File: config.mk
export PLATFORM = sky130hd
export DESIGN_NAME = mail_header_stream_parser_flat
export DESIGN_NICKNAME = d
export VERILOG_FILES = /design/src/mhsp_pkg.sv /design/src/mhsp_in_if.sv /design/src/mhsp_out_if.sv /design/src/mail_header_stream_parser.sv /design/src/flat_wrapper.sv
export SDC_FILE = /design/constraint.sdc
export NUM_CORES = 1
export LEC_CHECK = 0
export BUFFER_PORTS_ARGS = -buffer_cell sky130_fd_sc_hd__buf_2
export CORE_ASPECT_RATIO = 2
export CORE_UTILIZATION = 35
export CTS_CLUSTER_SIZE = 20
export DETAILED_ROUTE_END_ITERATION = 7
export PLACE_DENSITY = 0.58
export SYNTH_ARGS = -nofsm -noshare
export SYNTH_HDL_FRONTEND = slang
export SYNTH_SLANG_ARGS = --single-unit
File: constraint.sdc
create_clock -name clk -period 13.6 [get_ports clk]
set_clock_uncertainty 0.05 [all_clocks]
set_input_delay 4.08 -clock clk [delete_from_list [all_inputs] [get_ports clk]]
set_output_delay 4.08 -clock clk [all_outputs]
set_load 0.01 [all_outputs]
File: src/mhsp_pkg.sv
// Shared types and constants for the mail header stream parser.
`default_nettype none
package mhsp_pkg;

  // Payload widths of the request and result channels
  localparam int unsigned ByteW = 8;
  localparam int unsigned KindW = 2;
  localparam int unsigned HdrW  = 3;
  localparam int unsigned CodeW = 2;

  // Result kinds
  localparam logic [KindW-1:0] KIND_BYTE  = 2'd0;
  localparam logic [KindW-1:0] KIND_END   = 2'd1;
  localparam logic [KindW-1:0] KIND_ERROR = 2'd2;

  // Error codes
  localparam logic [CodeW-1:0] ERR_UNKNOWN   = 2'd0;
  localparam logic [CodeW-1:0] ERR_DUPLICATE = 2'd1;
  localparam logic [CodeW-1:0] ERR_TRUNCATED = 2'd2;

  // Header kinds
  localparam int unsigned NumLabels = 6;
  localparam int unsigned MaxLabel  = 14;
  localparam logic [HdrW-1:0] HDR_DATE    = 3'd0;

  localparam logic [ByteW-1:0] BYTE_CR = 8'h0D;
  localparam logic [ByteW-1:0] BYTE_LF = 8'h0A;

  // Label text, one row per header kind, zero padded
  localparam logic [ByteW-1:0] LABEL_TEXT [NumLabels][MaxLabel] = '{
    '{"D", "a", "t", "e", ":", " ", 8'h00, 8'h00, 8'h00, 8'h00, 8'h00, 8'h00,
      8'h00, 8'h00},
    '{"T", "o", ":", " ", 8'h00, 8'h00, 8'h00, 8'h00, 8'h00, 8'h00, 8'h00,
      8'h00, 8'h00, 8'h00},
    '{"C", "C", ":", " ", 8'h00, 8'h00, 8'h00, 8'h00, 8'h00, 8'h00, 8'h00,
      8'h00, 8'h00, 8'h00},
    '{"F", "r", "o", "m", ":", " ", 8'h00, 8'h00, 8'h00, 8'h00, 8'h00, 8'h00,
      8'h00, 8'h00},
    '{"O", "r", "g", "a", "n", "i", "z", "a", "t", "i", "o", "n", ":", " "},
    '{"S", "u", "b", "j", "e", "c", "t", ":", " ", 8'h00, 8'h00, 8'h00,
      8'h00, 8'h00}
  };
  localparam logic [3:0] LABEL_LEN [NumLabels] = '{
    4'd6, 4'd4, 4'd4, 4'd6, 4'd14, 4'd9
  };

  // One result item
  typedef struct packed {
    logic [KindW-1:0] kind;
    logic [HdrW-1:0]  header_kind;
    logic [ByteW-1:0] value_data;
    logic [CodeW-1:0] error_code;
    logic             buffer_end;
  } result_t;

endpackage
`default_nettype wire

File: src/mhsp_in_if.sv
// Request channel carrying header buffer bytes.
`default_nettype none
interface mhsp_in_if;
  logic                        valid;
  logic                        ready;
  logic [mhsp_pkg::ByteW-1:0]  data_byte;
  logic                        last_byte;

  modport source (output valid, output data_byte, output last_byte, input ready);
  modport sink   (input valid, input data_byte, input last_byte, output ready);
endinterface
`default_nettype wire

File: src/mhsp_out_if.sv
// Result channel carrying value bytes, value ends and errors.
`default_nettype none
interface mhsp_out_if;
  logic                        valid;
  logic                        ready;
  logic [mhsp_pkg::KindW-1:0]  kind;
  logic [mhsp_pkg::HdrW-1:0]   header_kind;
  logic [mhsp_pkg::ByteW-1:0]  value_data;
  logic [mhsp_pkg::CodeW-1:0]  error_code;
  logic                        buffer_end;

  modport source (output valid, output kind, output header_kind, output value_data,
                  output error_code, output buffer_end, input ready);
  modport sink   (input valid, input kind, input header_kind, input value_data,
                  input error_code, input buffer_end, output ready);
endinterface
`default_nettype wire

File: src/mail_header_stream_parser.sv
// Mail header stream parser: label match, value streaming and error reporting.
//
// Takes one header buffer byte per cycle on the bytes channel and matches the
// six labels Date, To, CC, From, Organization and Subject in parallel. Value
// bytes come out tagged with their header kind, a CR LF pair gives a value
// end, and errors (unknown label, repeated header, truncated buffer) come out
// once, after which bytes are dropped up to the buffer's last byte. Each byte
// is handled in the cycle it is accepted and gives zero, one or two results,
// which enter a four-entry result queue; the results channel drains one per
// cycle while its ready is high. A new byte is taken every cycle while the
// queue holds two or fewer results, so the sustained rate is one byte per
// cycle, and a held CR released with the following byte makes it give two.
`default_nettype none
module mail_header_stream_parser (
  input  wire logic      clk,
  input  wire logic      rst,
  mhsp_in_if.sink        bytes,
  mhsp_out_if.source     results
);

  typedef enum logic [1:0] {
    PH_LABEL   = 2'd0,
    PH_VALUE   = 2'd1,
    PH_HELD_CR = 2'd2,
    PH_SKIP    = 2'd3
  } phase_t;

  localparam int unsigned QDepth = 4;

  // Parser state
  phase_t      phase, phase_next;
  logic [3:0]  label_position, label_position_next;
  logic [5:0]  candidate_mask, candidate_mask_next;
  logic [5:0]  seen_mask, seen_mask_next;
  logic [2:0]  current_kind, current_kind_next;

  // Result queue
  mhsp_pkg::result_t queue [QDepth];
  logic [1:0]  head;
  logic [2:0]  count, count_next;

  logic        accept, pop;
  logic [1:0]  res_count;
  mhsp_pkg::result_t res0, res1;

  logic [5:0]  match_mask;
  logic        done_hit;
  logic [2:0]  done_kind;
  logic [7:0]  b;
  logic        last;

  function automatic mhsp_pkg::result_t make_res(
    input logic [mhsp_pkg::KindW-1:0] kind,
    input logic [mhsp_pkg::HdrW-1:0]  hk,
    input logic [mhsp_pkg::ByteW-1:0] data,
    input logic [mhsp_pkg::CodeW-1:0] code,
    input logic                       bend
  );
    mhsp_pkg::result_t r;
    r.kind        = kind;
    r.header_kind = hk;
    r.value_data  = data;
    r.error_code  = code;
    r.buffer_end  = bend;
    return r;
  endfunction

  assign bytes.ready = (count < 3'd3);
  assign accept      = bytes.valid && bytes.ready;
  assign pop         = results.valid && results.ready;
  assign b           = bytes.data_byte;
  assign last        = bytes.last_byte;

  // Parallel label compare at the current position
  always_comb begin
    match_mask = '0;
    done_hit   = 1'b0;
    done_kind  = mhsp_pkg::HDR_DATE;
    for (int k = 0; k < mhsp_pkg::NumLabels; k++) begin
      if (candidate_mask[k] && (label_position < mhsp_pkg::LABEL_LEN[k]) &&
          (mhsp_pkg::LABEL_TEXT[k][label_position] == b)) begin
        match_mask[k] = 1'b1;
        if (({1'b0, label_position} + 5'd1) == {1'b0, mhsp_pkg::LABEL_LEN[k]}) begin
          done_hit  = 1'b1;
          done_kind = 3'(k);
        end
      end
    end
  end

  // Per-byte decisions and next state
  always_comb begin
    phase_next          = phase;
    label_position_next = label_position;
    candidate_mask_next = candidate_mask;
    seen_mask_next      = seen_mask;
    current_kind_next   = current_kind;
    res_count           = 2'd0;
    res0                = '0;
    res1                = '0;

    unique case (phase)
      PH_LABEL: begin
        if (match_mask == '0) begin
          res0       = make_res(mhsp_pkg::KIND_ERROR, mhsp_pkg::HDR_DATE, '0,
                                mhsp_pkg::ERR_UNKNOWN, last);
          res_count  = 2'd1;
          phase_next = PH_SKIP;
        end else if (done_hit) begin
          if (seen_mask[done_kind]) begin
            res0       = make_res(mhsp_pkg::KIND_ERROR, done_kind, '0,
                                  mhsp_pkg::ERR_DUPLICATE, last);
            res_count  = 2'd1;
            phase_next = PH_SKIP;
          end else if (last) begin
            res0      = make_res(mhsp_pkg::KIND_ERROR, done_kind, '0,
                                 mhsp_pkg::ERR_TRUNCATED, 1'b1);
            res_count = 2'd1;
          end else begin
            seen_mask_next            = seen_mask;
            seen_mask_next[done_kind] = 1'b1;
            current_kind_next         = done_kind;
            phase_next                = PH_VALUE;
          end
        end else if (last) begin
          res0      = make_res(mhsp_pkg::KIND_ERROR, mhsp_pkg::HDR_DATE, '0,
                               mhsp_pkg::ERR_TRUNCATED, 1'b1);
          res_count = 2'd1;
        end else begin
          candidate_mask_next = match_mask;
          label_position_next = label_position + 4'd1;
        end
      end
      PH_VALUE: begin
        if (last) begin
          res0      = make_res(mhsp_pkg::KIND_ERROR, current_kind, '0,
                               mhsp_pkg::ERR_TRUNCATED, 1'b1);
          res_count = 2'd1;
        end else if (b == mhsp_pkg::BYTE_CR) begin
          phase_next = PH_HELD_CR;
        end else begin
          res0      = make_res(mhsp_pkg::KIND_BYTE, current_kind, b,
                               mhsp_pkg::ERR_UNKNOWN, 1'b0);
          res_count = 2'd1;
        end
      end
      PH_HELD_CR: begin
        if (b == mhsp_pkg::BYTE_LF) begin
          res0                = make_res(mhsp_pkg::KIND_END, current_kind, '0,
                                         mhsp_pkg::ERR_UNKNOWN, last);
          res_count           = 2'd1;
          phase_next          = PH_LABEL;
          label_position_next = '0;
          candidate_mask_next = '1;
        end else if (last) begin
          res0      = make_res(mhsp_pkg::KIND_ERROR, current_kind, '0,
                               mhsp_pkg::ERR_TRUNCATED, 1'b1);
          res_count = 2'd1;
        end else begin
          // release the held CR, then treat this byte as value data
          res0 = make_res(mhsp_pkg::KIND_BYTE, current_kind, mhsp_pkg::BYTE_CR,
                          mhsp_pkg::ERR_UNKNOWN, 1'b0);
          if (b == mhsp_pkg::BYTE_CR) begin
            res_count = 2'd1;
          end else begin
            res1       = make_res(mhsp_pkg::KIND_BYTE, current_kind, b,
                                  mhsp_pkg::ERR_UNKNOWN, 1'b0);
            res_count  = 2'd2;
            phase_next = PH_VALUE;
          end
        end
      end
      PH_SKIP: begin
        // drop bytes until the end of the buffer
      end
      default: begin
      end
    endcase

    // buffer end returns everything to its idle values
    if (last) begin
      phase_next          = PH_LABEL;
      label_position_next = '0;
      candidate_mask_next = '1;
      seen_mask_next      = '0;
      current_kind_next   = mhsp_pkg::HDR_DATE;
    end
  end

  // Queue occupancy
  always_comb begin
    count_next = count - {2'b00, pop};
    if (accept) begin
      count_next = count_next + {1'b0, res_count};
    end
  end

  // State, queue pointers and queue contents
  always_ff @(posedge clk) begin
    if (rst) begin
      phase          <= PH_LABEL;
      label_position <= '0;
      candidate_mask <= '1;
      seen_mask      <= '0;
      current_kind   <= mhsp_pkg::HDR_DATE;
      head           <= '0;
      count          <= '0;
    end else begin
      if (accept) begin
        phase          <= phase_next;
        label_position <= label_position_next;
        candidate_mask <= candidate_mask_next;
        seen_mask      <= seen_mask_next;
        current_kind   <= current_kind_next;
      end
      if (pop) begin
        head <= head + 2'd1;
      end
      count <= count_next;
    end
  end

  always_ff @(posedge clk) begin
    if (accept && (res_count != 2'd0)) begin
      queue[head + count[1:0]] <= res0;
    end
    if (accept && (res_count == 2'd2)) begin
      queue[head + count[1:0] + 2'd1] <= res1;
    end
  end

  // Result channel drives from the queue head
  assign results.valid       = (count != 3'd0);
  assign results.kind        = queue[head].kind;
  assign results.header_kind = queue[head].header_kind;
  assign results.value_data  = queue[head].value_data;
  assign results.error_code  = queue[head].error_code;
  assign results.buffer_end  = queue[head].buffer_end;

`ifndef SYNTH
  // queue never overflows its four entries
  a_queue_bound: assert property (@(posedge clk) disable iff (rst)
    count <= 3'(QDepth))
    else $error("result queue overflow");

  // the last byte always leaves the parser at a clean label start
  a_buffer_end_reset: assert property (@(posedge clk) disable iff (rst)
    (accept && bytes.last_byte) |=>
      (phase == PH_LABEL && seen_mask == '0 && candidate_mask == '1 &&
       label_position == '0))
    else $error("parser state not cleared at buffer end");

  // dropped bytes after an error add no results
  a_skip_silent: assert property (@(posedge clk) disable iff (rst)
    (accept && phase == PH_SKIP) |=> (count <= $past(count)))
    else $error("result produced while skipping");

  // a value phase always has a header marked as seen
  a_value_seen: assert property (@(posedge clk) disable iff (rst)
    (phase == PH_VALUE || phase == PH_HELD_CR) |-> seen_mask[current_kind])
    else $error("value streaming without a seen header");
`endif

endmodule
`default_nettype wire

File: src/flat_wrapper.sv
// flat-port wrapper written by rule: the top's interface ports become plain ports
module mail_header_stream_parser_flat 
  (clk, rst, bytes_valid, bytes_data_byte, bytes_last_byte, bytes_ready, results_valid, results_kind, results_header_kind, results_value_data, results_error_code, results_buffer_end, results_ready);
  mhsp_in_if bytes_i ();
  mhsp_out_if results_i ();
  input  wire logic clk;
  input  wire logic rst;
  input wire logic [$bits(bytes_i.valid)-1:0] bytes_valid;
  input wire logic [$bits(bytes_i.data_byte)-1:0] bytes_data_byte;
  input wire logic [$bits(bytes_i.last_byte)-1:0] bytes_last_byte;
  output wire logic [$bits(bytes_i.ready)-1:0] bytes_ready;
  output wire logic [$bits(results_i.valid)-1:0] results_valid;
  output wire logic [$bits(results_i.kind)-1:0] results_kind;
  output wire logic [$bits(results_i.header_kind)-1:0] results_header_kind;
  output wire logic [$bits(results_i.value_data)-1:0] results_value_data;
  output wire logic [$bits(results_i.error_code)-1:0] results_error_code;
  output wire logic [$bits(results_i.buffer_end)-1:0] results_buffer_end;
  input wire logic [$bits(results_i.ready)-1:0] results_ready;
  assign bytes_i.valid = bytes_valid;
  assign bytes_i.data_byte = bytes_data_byte;
  assign bytes_i.last_byte = bytes_last_byte;
  assign bytes_ready = bytes_i.ready;
  assign results_valid = results_i.valid;
  assign results_kind = results_i.kind;
  assign results_header_kind = results_i.header_kind;
  assign results_value_data = results_i.value_data;
  assign results_error_code = results_i.error_code;
  assign results_buffer_end = results_i.buffer_end;
  assign results_i.ready = results_ready;
  mail_header_stream_parser u_core (.clk(clk), .rst(rst), .bytes(bytes_i), .results(results_i));
endmodule
## Word level (Yosys, flattened, before mapping)

Memory sizes are Yosys's and may differ from the RTL's. A register that Yosys moved wholly into a read port is not among the register bits.
Cells that the tools add are included.

- Flip-flop bits (word level): 26
- Bits in latches: 0
- Memory bits (writable): 64
- Bits in read-only memories: 768
- Input port bits: 13
- Output and inout bits: 18
- Memories kept: 7

Memories:

| name | words | bits a word | rd ports | clocked after Yosys merged registers in | wr ports | line | text |
|---|---|---|---|---|---|---|---|
| (no name shown) | 16 | 8 | 1 | 0 | 0 | mail_header_stream_parser.sv:81 | `(mhsp_pkg::LABEL_TEXT[k][label_position] == b)) begin` |
| (no name shown) | 16 | 8 | 1 | 0 | 0 | mail_header_stream_parser.sv:81 |  |
| (no name shown) | 16 | 8 | 1 | 0 | 0 | mail_header_stream_parser.sv:81 |  |
| (no name shown) | 16 | 8 | 1 | 0 | 0 | mail_header_stream_parser.sv:81 |  |
| (no name shown) | 16 | 8 | 1 | 0 | 0 | mail_header_stream_parser.sv:81 |  |
| (no name shown) | 16 | 8 | 1 | 0 | 0 | mail_header_stream_parser.sv:81 |  |
| 1 more memories | n/a | n/a | n/a | n/a | n/a | n/a |  |

- $add $sub $neg: 7
- $mul: 0
- Div/mod/pow operators: 0
- Magnitude comparators: 8
- Equal/unequal tests: 23
- Shift operators: 0
- Mux-type cells: 102
- Bitwise gates (word level): 2
- Reduce and logical (&&, ||, !) cells: 28

Operator list:

| cell | number |
|---|---|
| 16-bit two-way mux | 11 |
| 8-bit two-way mux | 12 |
| 6-bit two-way mux | 9 |
| 8-bit == test | 6 |
| 16-bit case mux with 3 select lines | 1 |
| 3-bit two-way mux | 15 |
| 2-bit two-way mux | 16 |
| 1-bit two-way mux | 27 |
| 1-bit logical AND | 17 |
| 8-bit by 4-bit == test with 1-bit output, second input constant | 2 |
| 4-bit two-way mux | 4 |
| 5-bit AND reduction | 3 |
| 14-bit two-way mux | 1 |
| 2-bit case mux with 3 select lines | 2 |
| 6-bit case mux with 2 select lines | 1 |
| 5-bit by 3-bit == test with 1-bit output, second input constant | 2 |
| 5-bit by 4-bit == test with 1-bit output, second input constant | 2 |
| 4-bit by 3-bit < comparator with 1-bit output, second input constant | 2 |
| 4-bit < comparator, second input constant | 2 |
| 4-bit case mux with 2 select lines | 1 |
| 6-bit logical NOT | 1 |
| 3-bit by 2-bit inequality test with 1-bit output, second input constant | 2 |
| 3-bit inequality test, second input constant | 2 |
| 6-bit bitwise OR | 1 |
| 22 further kinds | 28 |

## Longest topological paths before layout

Gate-level depths: netlist of run 1.

- Word-level depth: 25
- Depth in mapped cells: 18

## Worst setup path before layout of run 1

No wires, ideal clock.

- Path kind: in2reg
- From: input bytes_data_byte[4]
- To: register u_core.count[2]
- Data arrival time: 7165 ps
- Required time: 13479 ps
- Slack: 6315 ps
- Cell stages on the path: 17
- Buffers on the path: 3
- Path through: buf_1 > clkbuf_1 > nand2_1 > mux2i_1 > o21ai_1 > nor4_1 > nand2_1 > o311a_1 > o211ai_1 > nand2_1 > buf_2 > a21oi_1 > ha_1 > inv_1 > fa_1 > or3_1 > a21oi_1

- Cells in the longest elaborated chain, start to end: 19
- Elaborated cells between the ends (all ways): 54

RTL lines:

| element | line | text |
|---|---|---|
| start, declared | flat_wrapper.sv:9 | `input wire logic [$bits(bytes_i.data_byte)-1:0] bytes_data_byte;` |
| 8-bit == test | mail_header_stream_parser.sv:81 |  |
| 1-bit logical AND | mail_header_stream_parser.sv:80 | `if (candidate_mask[k] && (label_position < mhsp_pkg::LABEL_LEN[k]) &&` |
| 3-bit two-way mux | mail_header_stream_parser.sv:80 |  |
| 3-bit two-way mux | mail_header_stream_parser.sv:83 | `if (({1'b0, label_position} + 5'd1) == {1'b0, mhsp_pkg::LABEL_LEN[k]}) begin` |
| 3-bit two-way mux | mail_header_stream_parser.sv:80 |  |
| 3-bit two-way mux | mail_header_stream_parser.sv:83 |  |
| 3-bit two-way mux | mail_header_stream_parser.sv:80 |  |
| 3-bit two-way mux | mail_header_stream_parser.sv:83 |  |
| (+3 left out) | n/a |  |
| 1-bit binary-select mux with 3-bit select | mail_header_stream_parser.sv:110 | `if (seen_mask[done_kind]) begin` |
| 1-bit two-way mux (not written as such) | mail_header_stream_parser.sv:110 |  |
| 2-bit two-way mux | mail_header_stream_parser.sv:110 |  |
| 2-bit two-way mux | mail_header_stream_parser.sv:109 | `end else if (done_hit) begin` |
| 2-bit two-way mux | mail_header_stream_parser.sv:104 | `if (match_mask == '0) begin` |
| 2-bit case mux with 3 select lines * | mail_header_stream_parser.sv:102 | `unique case (phase)` |
| 3-bit by 2-bit adder with 3-bit output * | mail_header_stream_parser.sv:194 | `count_next = count_next + {1'b0, res_count};` |
| 3-bit two-way mux * | mail_header_stream_parser.sv:193 | `if (accept) begin` |
| end signal, assigned | mail_header_stream_parser.sv:219 | `count <= count_next;` |
| end, declared | mail_header_stream_parser.sv:40 | `logic [2:0] count, count_next;` |

Mark *: on every way between the ends. The rest lies on a longest branch, timed or not. The select of a mux whose other input is x is not followed.
A chain may end at the register's enable or synchronous reset.

## Worst setup path after layout of run 1

- From: input bytes_data_byte[5]
- To: register u_core.count[2]

Same word-level chain as after synthesis.

==> impl_results.md, run 1 <==
* Status: complete, no violations
* WS Path Type: input port to register
* Tightest Pin Transition at 1.154 ns
* Grt ovf at 0
* Largest net degree at the start of global routing at 44
* Reg2reg end: u_core.count[2]
* EDFF count, synth at 44
* Hold Buf Count CTS at 0
* Worst EP required at between 10 and 15 ns
* Mapped Area at approximately 6000 um2
* Worst Hold Path EP: u_core.queue[0][1]
* Clk Latency, worst-skew pair at 0.35 ns
* Syn Nets at 646
* Power Total at between 0.001 and 0.0015 W
* Number of max-cap violations at 0
* Core Area at roughly 17000 um2
* Nets at about 660
* Core Rows at 67
* Antenna violations before repair at 0
* Reg2reg setup slack at between 8 and 9 ns
* DRT antenna net count at 0
* Longest Clk Path Bufs at 2
* Antenna cells at 0
* Asr flop ratio synth at 0%
* Vias in the first global route at ~5100
* Synth Register Bits at between 90 and 100
* CTS tree: yes
* Vias at a little under 5000
* PD cells at approximately 150 nW/um2
* Worst-path cell chain: buf_2 -> inv_1 -> a221oi_1 -> o21ai_1 -> nor4_1 -> nand2_1 -> o311a_1 -> o211ai_1 -> nand2_1 -> a21oi_1 -> ha_1 -> inv_1 -> fa_1 -> or3_1 -> a21oi_1
* Final worst path period share at 57.10%
* Peak supply drop at roughly 0.062 mV
* Hold path start: u_core.queue[0][1]
* Fraction of layout cells with a size suffix above 1 at roughly 15%
* Worst-path clk slew at approximately 0.060 ns
* Reg2Reg Depth at 16
* Total wire length at about 17000 um
* GP Congestion at about 0.93
* DRC at 0
* H-Tree Level Count at 3
* CTS Sinks at ~90
* Slew HR at 22.34%
* Synth warn at 0
* Arrival @ worst endpoint at between 7 and 8 ns
* Cell variety after synth at 85
* Filler instances at between 1500 and 2000
* IO buf count at 30
* Crit-path slowest cell: a221oi_1
* CTS resizes at 0
* Postcts setup bufs at 0
* Post-synth top flop: dfxtp_1
* Total negative slack at 0 ns
* Max FO, Critical Path at 12
* Min cycle time layout at ~7.8 ns
* CP top delay family: compound AO/OA/AOI/OAI gates
* Final HPWL DP at approximately 13000 um
* Hold Path Stages at 2
* Hold Crit Class: register to register
* Die width at roughly 95 um
* Fmax at around 130 MHz
* Setup violators final at 0
* Delay of the slowest critical-path stage at roughly 0.46 ns
* TritonCTS buffer count at 9
* First DRT Iteration DRCs at roughly 320
* Clock root cell: clkbuf_16
* Die area at roughly 18000 um2
* Final hold violations at 0
* DR WL/cell at 20.21 um
* First-pass GRT wire length at 26520 um
* Sequential element share of the synthesized area at between 30% and 40%
* # IOs at 31
* DR pass1 iterations at 5
* Max-slew violation count at 0
* Worst path buffer plus inverter count at 3
* CP Capture Type: register
* R2r startpoint: u_core.label_position[1]
* Worst Setup Start Kind: input port
* Mean Syn Cell Area at roughly 9.8 um2
* Vias/cell at between 5 and 6
* Initial Util at 35.81%
* Synthesized instance count at 612
* GRT Util Overall at approximately 20%
* Die Height at roughly 190 um
* RSZ-0062 raised after global routing: no
* Layout area overhead at 9.421%
* Leak pwr at around 2.4 nW
[metal layers]
layer  wire length (um)  vias to the layer above  GRT usage [%]  part of all wire [%]
met2               9346                      128          36.41                    55
met3                452                       57          2.683                   2.7
met4               1124                        0          15.21                   6.7
met5                  0                        -              0                     0
li1                   -                     2320              -                     -
met1               5950                     2392          19.07                    35
[Yosys cell counts, drive strengths merged, types with 15 or more instances]
cell type | number | share of area, %
mux2i | 19 | 3.2
nand2 | 38 | 2.4
o21ai | 25 | 2.5
mux4 | 18 | 6.8
a22o | 16 | 2.3
ha | 20 | 4.2
inv | 25 | 1.6
dfxtp | 48 | 16
and2 | 28 | 3.0
nand2b | 15 | 1.6
nor2 | 53 | 3.4
edfxtp | 44 | 22
clkbuf | 20 | 1.3
o22ai | 24 | 2.5
a21oi | 23 | 2.0
[cells in the final DEF (no fill, tap or decap), types with 5 or more instances in the layout]
cell / n
a211oi_1: 5
nand2_1: 38
xor2_1: 8
nor3_1: 8
buf_2: 30
ha_1: 20
a21oi_1: 21
nor4_1: 7
edfxtp_1: 44
dfxtp_1: 48
and2_1: 27
nand3_1: 13
nor2_1: 52
a31oi_1: 10
nor2b_1: 13
nand4_1: 7
and3_1: 9
nand2b_1: 15
inv_1: 23
xnor2_1: 13
mux2i_1: 19
o31ai_1: 6
or3_1: 10
o21ai_0: 16
mux4_2: 18
o22ai_1: 24
clkbuf_16: 9
nor3b_1: 8
o2bb2ai_1: 5
o21ai_1: 5
a22o_1: 16
[worst max path at each step]
stage                       startpoint               to  slack, ns  cells after the start
floorplan           bytes_data_byte[4]  u_core.count[2]       6.31                     17
global placement    bytes_data_byte[4]  u_core.count[2]       5.54                     15
detailed placement  bytes_data_byte[5]  u_core.count[2]       5.50                     15
CTS                 bytes_data_byte[5]  u_core.count[2]       5.84                     15
global route        bytes_data_byte[6]  u_core.count[2]       5.60                     15
finish              bytes_data_byte[5]  u_core.count[2]       5.83                     15
[worst reg2reg max path, stage by stage, from the launching register on]
cell and delay [ns]:
dfxtp_1 0.64, inv_1 0.30, ha_1 0.32, nor2b_1 0.20, o31a_1 0.31, nor4b_2 0.51, and4_1 0.40, a32oi_2 0.13
mux2i_1 0.24, o211ai_1 0.27, nand2_1 0.32, a21oi_1 0.30, ha_1 0.19, inv_1 0.05, fa_1 0.37, or3_1 0.37
a21oi_1 0.13
[cell families after synthesis]
kind of cell	count (synthesis)	synth area share (%)
adder cells (fa/ha/maj)	21	4.502
AND/OR/NAND/NOR	233	21.32
XOR/XNOR	21	3.064
buffers and inverters	58	4.273
flip-flops	92	38.02
AO/OA/AOI/OAI	148	18.53
multiplexers	39	10.30
[sequential cells by signal, summed over array words and instances (netlist names), named ones only]
name / cells
u_core.candidate_mask: 6
u_core.phase: 2
u_core.label_position: 4
u_core.seen_mask: 6
u_core.queue: 64
u_core.count: 3
u_core.current_kind: 3
u_core.head: 2
[area by class of cell]
type | instances | area (um2) | area share, %
Multi-Input combinational cell | 462 | 3465 | 52.74
Tap cell | 207 | 259.0 | 3.943
Clock buffer | 11 | 242.7 | 3.695
Sequential cell | 92 | 2282 | 34.74
Inverter | 25 | 96.34 | 1.467
Clock inverter | 5 | 51.30 | 0.7810
Timing Repair Buffer | 33 | 172.7 | 2.629
[metrics by stage]
step / util [%] / hold WS (ns) / setup WS (ns) / cell area, um2 / cells
3_5_place_dp: 37.43 / 0.3986 / 5.495 / 6275 / 819
5_1_grt: 39.18 / 0.4296 / 5.601 / 6569 / 835
3_3_place_gp: 37.43 / 0.3918 / 5.543 / 6275 / 819
2_1_floorplan: - / 0.3771 / 6.315 / 6003 / 612
4_1_cts: 39.18 / 0.4135 / 5.844 / 6569 / 835
6_report: 39.18 / 0.4133 / 5.835 / 6569 / 835
[power breakdown]
group,internal [W],switching (W)
Sequential,0.000356,0.0000431
Combinational,0.000150,0.000207
Clock,0.000147,0.000107
Total,0.000653,0.000357
(Power assumes the default switching activity.)
==> run 2, diff against run 1 <==
==> constraint.sdc (replaced) <==
create_clock -name clk -period 7.6 [get_ports clk]
set_clock_uncertainty 0.05 [all_clocks]
set_input_delay 2.28 -clock clk [delete_from_list [all_inputs] [get_ports clk]]
set_output_delay 2.28 -clock clk [all_outputs]
set_load 0.01 [all_outputs]
==> run 2 against run 1 <==
Setup slack lost 4.2 ns; clock power grew 73%; power grew 78%; combinational power grew 80%; largest cell class unchanged; sequential power grew 79%; highest routed layer unchanged; cell count grew 0.12%.
==> impl_results.md, run 2 (synthesized netlist as in run 1, its figures left out) <==
* Fmax at 167.5 MHz
* Fraction of layout cells with a size suffix above 1 at 15.42% (+0.45 points)
* Layout area overhead at 9.421% (unchanged)
* Hold Crit Class: register to register
* DR WL/cell at 20.14 um (-0.31%)
* CP Capture Type: register
* Leak pwr at 2.373 nW (about the same)
* Antenna cells at 0 (unchanged)
* Hold path start: u_core.queue[0][1]
* Final hold violations at 0 (unchanged)
* Min cycle time layout at between 5 and 6 ns
* R2r startpoint: u_core.label_position[1]
* Number of flip-flops in the largest register at 64 (unchanged)
* Longest Clk Path Bufs at 2 (unchanged)
* # IOs at 31 (unchanged)
* Vias/cell at 5.854 (-0.18%)
* Worst EP required at 7.83 ns (-6.00 ns)
* CTS Sinks at 92 (unchanged)
* First-pass GRT wire length at 26760 um (+0.91%)
* Core Rows at 67 (unchanged)
* First DRT Iteration DRCs at 303 (-5.9%)
* CTS resizes at 0 (unchanged)
* DR pass1 iterations at 5 (unchanged)
* TritonCTS buffer count at 9 (unchanged)
* Status: complete, no violations
* Grt ovf at 0 (unchanged)
* Die width at 94.61 um (unchanged)
* Vias at 4894 (-0.061%)
* Hold Buf Count CTS at 0 (unchanged)
* Crit-path slowest cell: a221oi_1
* Nets at 658 (+0.15%)
* Clock root cell: clkbuf_16
* Final worst path period share at between 70 and 80%
* WS Path Type: input port to register
* Slew HR at 19.95% (-2.4 points)
* GRT Util Overall at 19.94% (+0.088 points)
* Total negative slack at 0 ns (unchanged)
* Worst path buffer plus inverter count at 3 (unchanged)
* Hold WS at 0.4159 ns (+0.002606 ns)
* DRC at 0 (unchanged)
* Number of max-cap violations at 0 (unchanged)
* Peak supply drop at 0.1202 mV (+94%)
* Setup violators final at 0 (unchanged)
* Most frequent cells in the layout: nor2_1 (52), dfxtp_1 (48), edfxtp_1 (44)
* Tightest Pin Transition at 1.190 ns (+0.03557 ns)
* DRT antenna net count at 0 (unchanged)
* Die Height at 187.2 um (unchanged)
* Worst Setup Start Kind: input port
* Commonest non-fill, non-tap cell in the layout: nor2_1
* IO buf count at 30 (unchanged)
* Worst-path clk slew at 0.06 ns (about the same)
* Clk Latency, worst-skew pair at 0.36 ns (about the same)
* CTS tree: yes
* Worst-path cell chain: buf_2 -> inv_1 -> a221oi_1 -> o21ai_1 -> nor4_1 -> nand2_1 -> o311a_1 -> o211ai_1 -> nand2_1 -> a21oi_1 -> ha_1 -> inv_1 -> fa_1 -> or3_1 -> a21oi_1
* Delay of the slowest critical-path stage at 0.47 ns (about the same)
* Largest net degree at the start of global routing at 44 (unchanged)
* Initial Util at 35.81% (unchanged)
* Vias in the first global route at 5024 (-1.2%)
* RSZ-0062 raised after global routing: no
* PD cells at 273.5 nW/um2 (+78%)
* Final HPWL DP at 13160 um (-0.38%)
* Filler instances at 1678 (+0.48%)
* Core Area at 16770 um2 (unchanged)
* CP Launch Point: bytes_data_byte[5]
* Total wire length at 16840 um (-0.19%)
* Antenna violations before repair at 0 (unchanged)
* Non-filler instance count after layout at 836 (+0.12%)
* # placed instances at 820 (+0.12%)
* Die area at 17710 um2 (unchanged)
* CP top delay family: compound AO/OA/AOI/OAI gates
* Postcts setup bufs at 0 (unchanged)
* Max-slew violation count at 0 (unchanged)
* H-Tree Level Count at 3 (unchanged)
* GP Congestion at 0.9272 (-0.78%)
* Max FO, Critical Path at 12 (unchanged)
* Arrival @ worst endpoint at 6.20 ns (-1.79 ns)
## run 2: tightest hold or removal path, delay by kind of cell (launching register included)
family | cells | cell delay, ns
AOI/OAI and AO/OA | 1 | 0.05
DFF | 1 | 0.31
and+or+nand+nor | 1 | 0.05
## run 2: area by class of cell
class / count / area, um2 / area share [%]
sequential: 92 / 2282 / 34.74
tap: 207 / 259.0 / 3.943
clock buffer: 11 / 252.7 / 3.848
inverter: 25 / 96.34 / 1.467
clock inverter: 5 / 33.78 / 0.5143
multi-input combinational: 462 / 3465 / 52.74
timing repair buffer: 34 / 180.2 / 2.743
## run 2: metal layers
metal / vias up / wire, um / global-route usage, %
met4: 0 / 1124 / 13.40
li1: 2319 / - / -
met3: 58 / 600 / 2.927
met2: 143 / 9293 / 36.77
met5: - / 0 / 0
met1: 2374 / 5821 / 19.65
## run 2: stage by stage
step	setup slack [ns]	cell area [um2]	utilization (%)	total power (W)
floorplan	2.115	6003	-	0.001169
global placement	1.414	6282	37.47	0.001355
detailed placement	1.314	6282	37.47	0.001375
CTS	1.653	6569	39.18	0.001810
global route	1.406	6569	39.18	0.001893
finish	1.629	6569	39.18	0.001796
## run 2: final timing paths
path / end / slack [ns] / cells after the start
setup / recovery: u_core.count[2] / 1.63 / 15
hold / removal: u_core.queue[0][1] / 0.42 / 2
setup reg to reg: u_core.count[2] / 2.37 / 16
hold reg to reg: u_core.queue[0][1] / 0.42 / 2
## run 2: power breakdown
part / switching [W] / internal, W
registers: 0.0000761 / 0.000637
clock network: 0.000198 / 0.000241
logic: 0.000372 / 0.000272
total: 0.000647 / 0.00115
